$ cat config.mk
export PLATFORM = sky130hd
export DESIGN_NAME = basic_block_vector_profiler
export DESIGN_NICKNAME = d
export VERILOG_FILES = /design/src/hw/rtl/bbvp_pkg.sv /design/src/hw/rtl/basic_block_vector_profiler.sv /design/src/hw/rtl/bbvp_ram.sv /design/src/hw/rtl/bbvp_alu.sv
export SDC_FILE = /design/constraint.sdc
export NUM_CORES = 2
export LEC_CHECK = 0
export BUFFER_PORTS_ARGS = -buffer_cell sky130_fd_sc_hd__buf_4
export CAP_MARGIN = 20
export CELL_PAD_IN_SITES_DETAIL_PLACEMENT = 2
export CELL_PAD_IN_SITES_GLOBAL_PLACEMENT = 2
export CORE_AREA = 2 2 365 367
export CTS_CLUSTER_SIZE = 16
export DETAILED_ROUTE_END_ITERATION = 10
export DIE_AREA = 0 0 367 369
export HOLD_SLACK_MARGIN = 0.1
export PLACE_DENSITY_LB_ADDON = 0.08
export SLEW_MARGIN = 5
export SYNTH_ARGS = -nofsm -noshare
export SYNTH_HDL_FRONTEND = slang
export SYNTH_SLANG_ARGS = --single-unit
$ cat constraint.sdc
create_clock -name i_clk -period 5.7 [get_ports i_clk]
set_input_delay 1.14 -clock i_clk [delete_from_list [all_inputs] [get_ports i_clk]]
set_output_delay 1.14 -clock i_clk [all_outputs]
set_load 0.05 [all_outputs]
$ cat src/hw/rtl/bbvp_pkg.sv
`default_nettype none

package bbvp_pkg;

    // Input operation codes, carried on the slave tuser.
    localparam logic [1:0] OP_BLOCK = 2'd0;
    localparam logic [1:0] OP_CALL  = 2'd1;
    localparam logic [1:0] OP_END   = 2'd2;

    // Record kinds, carried on the master tuser.
    localparam logic [1:0] KIND_MARK  = 2'd0;
    localparam logic [1:0] KIND_BLOCK = 2'd1;
    localparam logic [1:0] KIND_CALL  = 2'd2;

    localparam int unsigned ID_W     = 6;
    localparam int unsigned LEN_W    = 10;
    localparam int unsigned WEIGHT_W = 33;
    localparam int unsigned VALUE_W  = 64;
    localparam int unsigned CFG_W    = 32;
    localparam int unsigned IN_W     = 16;
    localparam int unsigned OUT_W    = 72;

    // Operands of the shared adder.
    typedef struct packed {
        logic [VALUE_W-1:0] a;
        logic [VALUE_W-1:0] b;
    } t_alu_req;

endpackage

`default_nettype wire

$ cat src/hw/rtl/basic_block_vector_profiler.sv
`default_nettype none

// Basic-block vector profiler.
// Input beats arrive on the slave stream: tuser holds the operation (block executed,
// function called, end of run) and tdata holds block id and block length. The block
// takes a beat only while its sequencer is idle. For a block beat the weight is read
// from the weight RAM in the accept cycle and written back, added up, in the next,
// while the interval counter is compared with the interval length. A call beat is
// counted in its accept cycle; an end beat sends the call-count record.
// When an interval closes, the block sends a marker, one weight record per block
// with a nonzero weight in ascending id order, and the call count with tlast set.
// The sweep reads the weight RAM through its single read port one entry at a time,
// fetching in S_SRD and sending a nonzero weight or skipping a zero one in S_SEMIT.
// Records leave through an output register, so one record may wait while the
// sequencer moves on; if the receiver stalls with that register full, the sequencer
// waits in its emitting state and nothing is lost. The configuration register is
// written by i_cfg_we and i_cfg_wdata and applies from the next interval check.
// Reset is synchronous and active low: it returns the sequencer to idle, empties the
// output register, clears the counters and marks every weight entry as zero through
// a row of valid bits, so no clearing pass over the RAM is needed.
module basic_block_vector_profiler #(
    parameter int unsigned NUM_BLOCKS = 32
) (
    input  wire logic                          i_clk,
    input  wire logic                          i_rst_n,
    // Configuration: interval_length.
    input  wire logic                          i_cfg_we,
    input  wire logic [bbvp_pkg::CFG_W-1:0]    i_cfg_wdata,
    // Slave stream. tdata: block_id [5:0], block_length [15:6]. tuser: op [1:0].
    input  wire logic                          i_s_tvalid,
    output logic                               o_s_tready,
    input  wire logic [bbvp_pkg::IN_W-1:0]     i_s_tdata,
    input  wire logic [1:0]                    i_s_tuser,
    // Master stream. tdata: record_block [5:0], record_value [69:6], zero [71:70].
    // tuser: record_kind [1:0]. tlast: last.
    output logic                               o_m_tvalid,
    input  wire logic                          i_m_tready,
    output logic [bbvp_pkg::OUT_W-1:0]         o_m_tdata,
    output logic [1:0]                         o_m_tuser,
    output logic                               o_m_tlast
);
    import bbvp_pkg::*;

    localparam int unsigned IDX_W = (NUM_BLOCKS > 1) ? $clog2(NUM_BLOCKS) : 1;
    localparam logic [IDX_W-1:0] LAST_IDX = IDX_W'(NUM_BLOCKS - 1);

    localparam logic [2:0] S_IDLE  = 3'd0;
    localparam logic [2:0] S_WADD  = 3'd1;
    localparam logic [2:0] S_MARK  = 3'd2;
    localparam logic [2:0] S_SRD   = 3'd3;
    localparam logic [2:0] S_SEMIT = 3'd4;
    localparam logic [2:0] S_CALL  = 3'd5;
    localparam logic [2:0] S_END   = 3'd6;

    logic [2:0]            r_state, n_state;
    logic [LEN_W-1:0]      r_len;
    logic [IDX_W-1:0]      r_addr, r_idx, n_idx;
    logic [WEIGHT_W-1:0]   r_count, n_count;
    logic [VALUE_W-1:0]    r_calls, n_calls;
    logic [CFG_W-1:0]      r_ilen;
    logic [NUM_BLOCKS-1:0] r_valid, n_valid;
    logic                  r_rvalid;

    logic                  r_out_valid, n_out_valid;
    logic [1:0]            r_kind, n_kind;
    logic [ID_W-1:0]       r_blk, n_blk;
    logic [VALUE_W-1:0]    r_val, n_val;
    logic                  r_last, n_last;

    logic [1:0]            in_op;
    logic [ID_W-1:0]       in_id;
    logic [LEN_W-1:0]      in_len;
    logic [ID_W-1:0]       id_m1;
    logic                  in_acc, id_ok, slot_free;

    t_alu_req              alu_req;
    logic [VALUE_W-1:0]    alu_sum;

    logic                  ram_we, ram_re;
    logic [IDX_W-1:0]      ram_raddr;
    logic [WEIGHT_W-1:0]   ram_rdata, weight;

    assign in_op  = i_s_tuser;
    assign in_id  = i_s_tdata[ID_W-1:0];
    assign in_len = i_s_tdata[ID_W+LEN_W-1:ID_W];
    assign id_m1  = in_id - ID_W'(1);
    assign id_ok  = (in_id != '0) && (32'(in_id) <= NUM_BLOCKS);

    assign o_s_tready = (r_state == S_IDLE);
    assign in_acc     = i_s_tvalid && o_s_tready;
    assign slot_free  = !r_out_valid || i_m_tready;

    // An entry whose valid bit is clear reads as a zero weight.
    assign weight = r_rvalid ? ram_rdata : '0;

    bbvp_ram #(
        .WIDTH (WEIGHT_W),
        .DEPTH (NUM_BLOCKS)
    ) u_weights (
        .i_clk   (i_clk),
        .i_we    (ram_we),
        .i_waddr (r_addr),
        .i_wdata (alu_sum[WEIGHT_W-1:0]),
        .i_re    (ram_re),
        .i_raddr (ram_raddr),
        .o_rdata (ram_rdata)
    );

    bbvp_alu u_alu (
        .i_req (alu_req),
        .o_sum (alu_sum)
    );

    // The adder takes the call total or the counter update in the accept cycle
    // and the weight update in the write-back cycle.
    always_comb begin
        alu_req.a = {{(VALUE_W-WEIGHT_W){1'b0}}, r_count};
        alu_req.b = {{(VALUE_W-LEN_W){1'b0}}, in_len};
        if (r_state == S_WADD) begin
            alu_req.a = {{(VALUE_W-WEIGHT_W){1'b0}}, weight};
            alu_req.b = {{(VALUE_W-LEN_W){1'b0}}, r_len};
        end else if (in_op == OP_CALL) begin
            alu_req.a = r_calls;
            alu_req.b = VALUE_W'(1);
        end
    end

    always_comb begin
        n_state     = r_state;
        n_idx       = r_idx;
        n_count     = r_count;
        n_calls     = r_calls;
        n_valid     = r_valid;
        n_out_valid = r_out_valid && !i_m_tready;
        n_kind      = r_kind;
        n_blk       = r_blk;
        n_val       = r_val;
        n_last      = r_last;
        ram_we      = 1'b0;
        ram_re      = 1'b0;
        ram_raddr   = id_m1[IDX_W-1:0];

        case (r_state)
            S_IDLE: begin
                if (in_acc) begin
                    case (in_op)
                        OP_BLOCK: begin
                            if (id_ok) begin
                                ram_re  = 1'b1;
                                n_count = alu_sum[WEIGHT_W-1:0];
                                n_state = S_WADD;
                            end
                        end
                        OP_CALL: n_calls = alu_sum;
                        OP_END:  n_state = S_END;
                        default: n_state = S_IDLE;
                    endcase
                end
            end
            S_WADD: begin
                ram_we           = 1'b1;
                n_valid[r_addr]  = 1'b1;
                if (r_count >= {1'b0, r_ilen}) begin
                    n_state = S_MARK;
                end else begin
                    n_state = S_IDLE;
                end
            end
            S_MARK: begin
                if (slot_free) begin
                    n_out_valid = 1'b1;
                    n_kind      = KIND_MARK;
                    n_blk       = '0;
                    n_val       = '0;
                    n_last      = 1'b0;
                    n_idx       = '0;
                    n_state     = S_SRD;
                end
            end
            S_SRD: begin
                ram_re    = 1'b1;
                ram_raddr = r_idx;
                n_state   = S_SEMIT;
            end
            S_SEMIT: begin
                if (weight == '0 || slot_free) begin
                    if (weight != '0) begin
                        n_out_valid = 1'b1;
                        n_kind      = KIND_BLOCK;
                        n_blk       = ID_W'(r_idx) + ID_W'(1);
                        n_val       = {{(VALUE_W-WEIGHT_W){1'b0}}, weight};
                        n_last      = 1'b0;
                    end
                    if (r_idx == LAST_IDX) begin
                        n_state = S_CALL;
                    end else begin
                        n_idx   = r_idx + IDX_W'(1);
                        n_state = S_SRD;
                    end
                end
            end
            S_CALL, S_END: begin
                if (slot_free) begin
                    n_out_valid = 1'b1;
                    n_kind      = KIND_CALL;
                    n_blk       = '0;
                    n_val       = r_calls;
                    n_last      = 1'b1;
                    n_state     = S_IDLE;
                    if (r_state == S_CALL) begin
                        // Closing the interval clears every weight and the counter.
                        n_valid = '0;
                        n_count = '0;
                    end
                end
            end
            default: n_state = S_IDLE;
        endcase
    end

    always_ff @(posedge i_clk) begin
        if (!i_rst_n) begin
            r_state     <= S_IDLE;
            r_idx       <= '0;
            r_count     <= '0;
            r_calls     <= '0;
            r_ilen      <= CFG_W'(100000000);
            r_valid     <= '0;
            r_rvalid    <= 1'b0;
            r_out_valid <= 1'b0;
        end else begin
            r_state     <= n_state;
            r_idx       <= n_idx;
            r_count     <= n_count;
            r_calls     <= n_calls;
            r_valid     <= n_valid;
            r_out_valid <= n_out_valid;
            if (ram_re) begin
                r_rvalid <= r_valid[ram_raddr];
            end
            if (i_cfg_we) begin
                r_ilen <= i_cfg_wdata;
            end
        end
    end

    always_ff @(posedge i_clk) begin
        if (in_acc) begin
            r_len  <= in_len;
            r_addr <= id_m1[IDX_W-1:0];
        end
        r_kind <= n_kind;
        r_blk  <= n_blk;
        r_val  <= n_val;
        r_last <= n_last;
    end

    assign o_m_tvalid = r_out_valid;
    assign o_m_tdata  = {{(OUT_W-ID_W-VALUE_W){1'b0}}, r_val, r_blk};
    assign o_m_tuser  = r_kind;
    assign o_m_tlast  = r_last;

    // A call beat bumps the call total by exactly one.
    a_call_count: assert property (@(posedge i_clk) disable iff (!i_rst_n)
        (in_acc && in_op == OP_CALL) |=> (r_calls == $past(r_calls) + VALUE_W'(1)))
        else $error("call total did not advance by one");

    // Closing an interval leaves all weights and the counter cleared.
    a_dump_clear: assert property (@(posedge i_clk) disable iff (!i_rst_n)
        (r_state == S_CALL && slot_free) |=> (r_valid == '0 && r_count == '0))
        else $error("interval close did not clear state");

    // Only the call-count record ends a run.
    a_last_kind: assert property (@(posedge i_clk) disable iff (!i_rst_n)
        (o_m_tvalid && o_m_tlast) |-> (o_m_tuser == KIND_CALL))
        else $error("tlast on a record other than the call count");

    // The input side is closed during a weight write-back.
    a_busy_ready: assert property (@(posedge i_clk) disable iff (!i_rst_n)
        (in_acc && in_op == OP_BLOCK && id_ok) |=> !o_s_tready)
        else $error("ready during a weight write-back");

endmodule

`default_nettype wire

$ cat src/hw/rtl/bbvp_ram.sv
`default_nettype none

module bbvp_ram #(
    parameter int unsigned WIDTH = 33,
    parameter int unsigned DEPTH = 32
) (
    input  wire logic                                          i_clk,
    input  wire logic                                          i_we,
    input  wire logic [((DEPTH > 1) ? $clog2(DEPTH) : 1)-1:0]  i_waddr,
    input  wire logic [WIDTH-1:0]                              i_wdata,
    input  wire logic                                          i_re,
    input  wire logic [((DEPTH > 1) ? $clog2(DEPTH) : 1)-1:0]  i_raddr,
    output logic      [WIDTH-1:0]                              o_rdata
);
    logic [WIDTH-1:0] r_mem [DEPTH];
    logic [WIDTH-1:0] r_rdata;

    always_ff @(posedge i_clk) begin
        if (i_we) begin
            r_mem[i_waddr] <= i_wdata;
        end
        if (i_re) begin
            r_rdata <= r_mem[i_raddr];
        end
    end

    assign o_rdata = r_rdata;

endmodule

`default_nettype wire

$ cat src/hw/rtl/bbvp_alu.sv
`default_nettype none

module bbvp_alu (
    input  wire bbvp_pkg::t_alu_req           i_req,
    output logic [bbvp_pkg::VALUE_W-1:0]      o_sum
);
    import bbvp_pkg::*;

    // One wide adder serves the call counter, the interval counter and the weights.
    assign o_sum = i_req.a + i_req.b;

endmodule

`default_nettype wire

==> results.toml <==
[final_layout]
nets = 3751
fin_cells = 5526
layout_common_cells = "edfxtp_1 (1177), nand2_1 (402), mux4_2 (268)"
area_delta_synth_final_pct = 16.5
final_cell_area_um2 = 64000
final_layout_size_suffix_gt1_share_pct = 21.9
final_common_cell = "edfxtp_1"

[run]
drv_cap = 0

[clock_tree]
cts-resized-gates = 0
htree_levels = 4
clkTransAtPathRegs_ns = 0.06
insertion_delay_ns = 0.80
clock_sinks = 1348
cts_root_buffer = "clkbuf_16"
cts_inserted_buffers = 150
post-cts-setup-buffers = 0
cts_buffer_depth = 3
cts_hold_buf = 0
cts_tree = "yes"

[floorplanning]
start_util_pct = 41.9
core_um2 = 131000
rows = 133
die_area_um2 = 135000
die_h_um = 369
die_x_um = 367
ios = 132

[routing]
vias = 33700
wl_mm = 196
final_antenna_net_count = 0
dr.first_iter.drc_count = 2854
drc = 0
viasPerCell = 6.11
dr.pass1.iters = 5
wire_per_inst_um = 35.4

[logic_synthesis]
syn_area_um2 = 54900
synth_warnings = 0
syn_area_per_cell_um2 = 16.0
ys_async_sr_fraction_pct = 0
ys_top_cells_by_area = "edfxtp_1 (64%), mux4_2 (11%), dfxtp_1 (6.2%)"
yosysUniqueCellTypes = 79
synth_seq_area_share_pct = 70.6
ys_ff_latch = 1348
ys.flop_type = "edfxtp_1"
synth_top_area_share_pct = 64.3
yosys.area.top_type = "edfxtp_1"
synthCells = 3427
synth_edf_count = 1177

[sta]
final-setup-viol-count = 0
finalSetupTns_ns = 0
final-hold-violation-count = 0
max_freq_mhz = 208
rsz0062_at_grt = "no"
worst_pin_slew_ns = 1.06
period_needed_ns = 4.81
hold_ws_ns = 0.478
slew_headroom_pct = 29.1
report.final.slew_viol_count = 0
timing.final.crit_share_pct = 84.4
skew_ns = 0.0373

[power_and_ir_drop]
power_frac_comb_pct = 8.5
seqPwrFrac_pct = 48.9
clkPwrFrac_pct = 42.6
p_int_mw = 17.1
p_sw_mw = 5.62
swShare_pct = 24.7
max-vdd-ir-drop_uv = 339
p_per_area_nw_per_um2 = 355
power.static_leakage_nw = 22.0

[global_routing]
antenna_found_initial = 4
grt_max_degree = 80
globalRoute.totalOverflow = 0
grt_use_total_pct = 28.9
grt_pass1_wl_mm = 278
grt_pass1_vias = 36500

[placement]
port_buffers = 129
placed_cells = 5241
gp_congestion = 0.910
hpwl_mm = 118
postPlaceCellArea_um2 = 59000

[worst_setup_path]
cp.required_ns = 6.19
crit_path_end_kind = "flip-flop"
critPathCapture = "u_weights.r_mem[8][25]"
worst-r2r-cell-count = 14
worstPathArrival_ns = 5.30
setup.worst_path.start = "r_state[0]"
start_kind = "flip-flop"
critical_path_class = "flip-flop to flip-flop"
r2r-start = "r_state[0]"
r2r-end = "u_weights.r_mem[8][25]"
rrSetupSlack_ns = 0.89
crit_fanout = 34

[min_path]
hold_start = "r_valid[8]"
min_delay_path_depth = 2
hp-class = "flip-flop to flip-flop"

[run_status]
outcome = "finished clean"
[through the flow]
step	util, %	setup slack, ns	total power [mW]
floorplan	-	0.0521	12.3
global placement	45.0	0.246	13.1
detailed placement	45.0	0.116	13.2
CTS	48.7	0.914	22.9
global route	48.8	0.569	23.3
finish	48.8	0.887	22.7
[state kept, by name, indices dropped and copies added, names as in the netlist, 6 cells and up]
| signal | flops |
|---|---|
| r_valid | 32 |
| r_blk | 6 |
| r_calls | 64 |
| r_ilen | 32 |
| r_val | 64 |
| r_len | 10 |
| r_count | 33 |
| u_weights.o_rdata | 33 |
| u_weights.r_mem | 1056 |
[synth_stat cells, types with 28 or more instances]
| library cell | count |
|---|---|
| dfxtp_1 | 171 |
| a21oi_1 | 130 |
| inv_1 | 71 |
| and2_1 | 40 |
| nand3_1 | 120 |
| nand4_1 | 37 |
| a31oi_1 | 33 |
| mux2i_1 | 76 |
| nand2_1 | 402 |
| mux4_2 | 268 |
| and3_1 | 61 |
| edfxtp_1 | 1177 |
| clkbuf_1 | 140 |
| o21ai_0 | 48 |
| nor2_1 | 164 |
| ha_1 | 46 |
| a32oi_1 | 35 |
| buf_1 | 28 |
| a22o_1 | 30 |
[kinds of logic (layout without fill, tap and decap cells)]
kind of cell             count (synthesis)  after routing  share of synthesized area [%]
flip-flops                            1348           1348                           70.6
AND/OR/NAND/NOR                        955            955                           8.19
AO/OA/AOI/OAI                          420            420                           5.13
multiplexers                           351            351                           12.5
buffers and inverters                  270            612                           1.94
adder cells (fa/ha/maj)                 47             47                           1.08
XOR/XNOR                                35             35                          0.558
other                                    1              3                        0.00683
[worst max-delay path: stages (launching register included)]
cell	delay (ns)
dfxtp_1	0.36
or3b_4	0.61
a21oi_1	0.22
a31oi_1	0.08
ha_1	0.41
a21o_1	0.22
a2111oi_0	0.49
buf_4	0.21
a21o_1	0.21
a21oi_1	0.27
buf_4	0.26
nand3_1	0.08
xor2_1	0.69
inv_1	0.09
buf_4	0.26
[area by class of cell]
class                           instances  area [µm²]
Multi-Input combinational cell       1810       15600
Clock buffer                          189        4010
Fill cell                           12200       67100
Inverter                               72         272
Sequential cell                      1348       38800
Antenna cell                            1        2.50
Timing Repair Buffer                  267        2420
Clock inverter                         84         785
Tap cell                             1755        2200
[power by group through the flow]
stage	clock network, mW	registers (mW)	logic [mW]
2_1_floorplan	0	11.3	1.03
3_3_place_gp	0	11.3	1.79
3_5_place_dp	0	11.3	1.89
4_1_cts	9.86	11.1	1.91
5_1_grt	10.2	11.1	2.06
6_report	9.68	11.1	1.93
[metal layers]
layer  GRT usage, %  up-vias  routed length, µm
met3           4.35      312              10300
met2           50.4     1205             100000
met5              0        -                  0
met1           36.8    18300              78900
met4           9.64        0               6410
li1               -    13900                  -
[worst min path at each step]
stage                     slack, ns     endpoint
after floorplan                0.43   r_valid[0]
after CTS                      0.48  r_valid[23]
after global placement         0.44  r_valid[22]
after global routing           0.50  r_valid[22]
final                          0.48   r_valid[8]
after detailed placement       0.47  r_valid[26]
(Power assumes the default switching activity.)
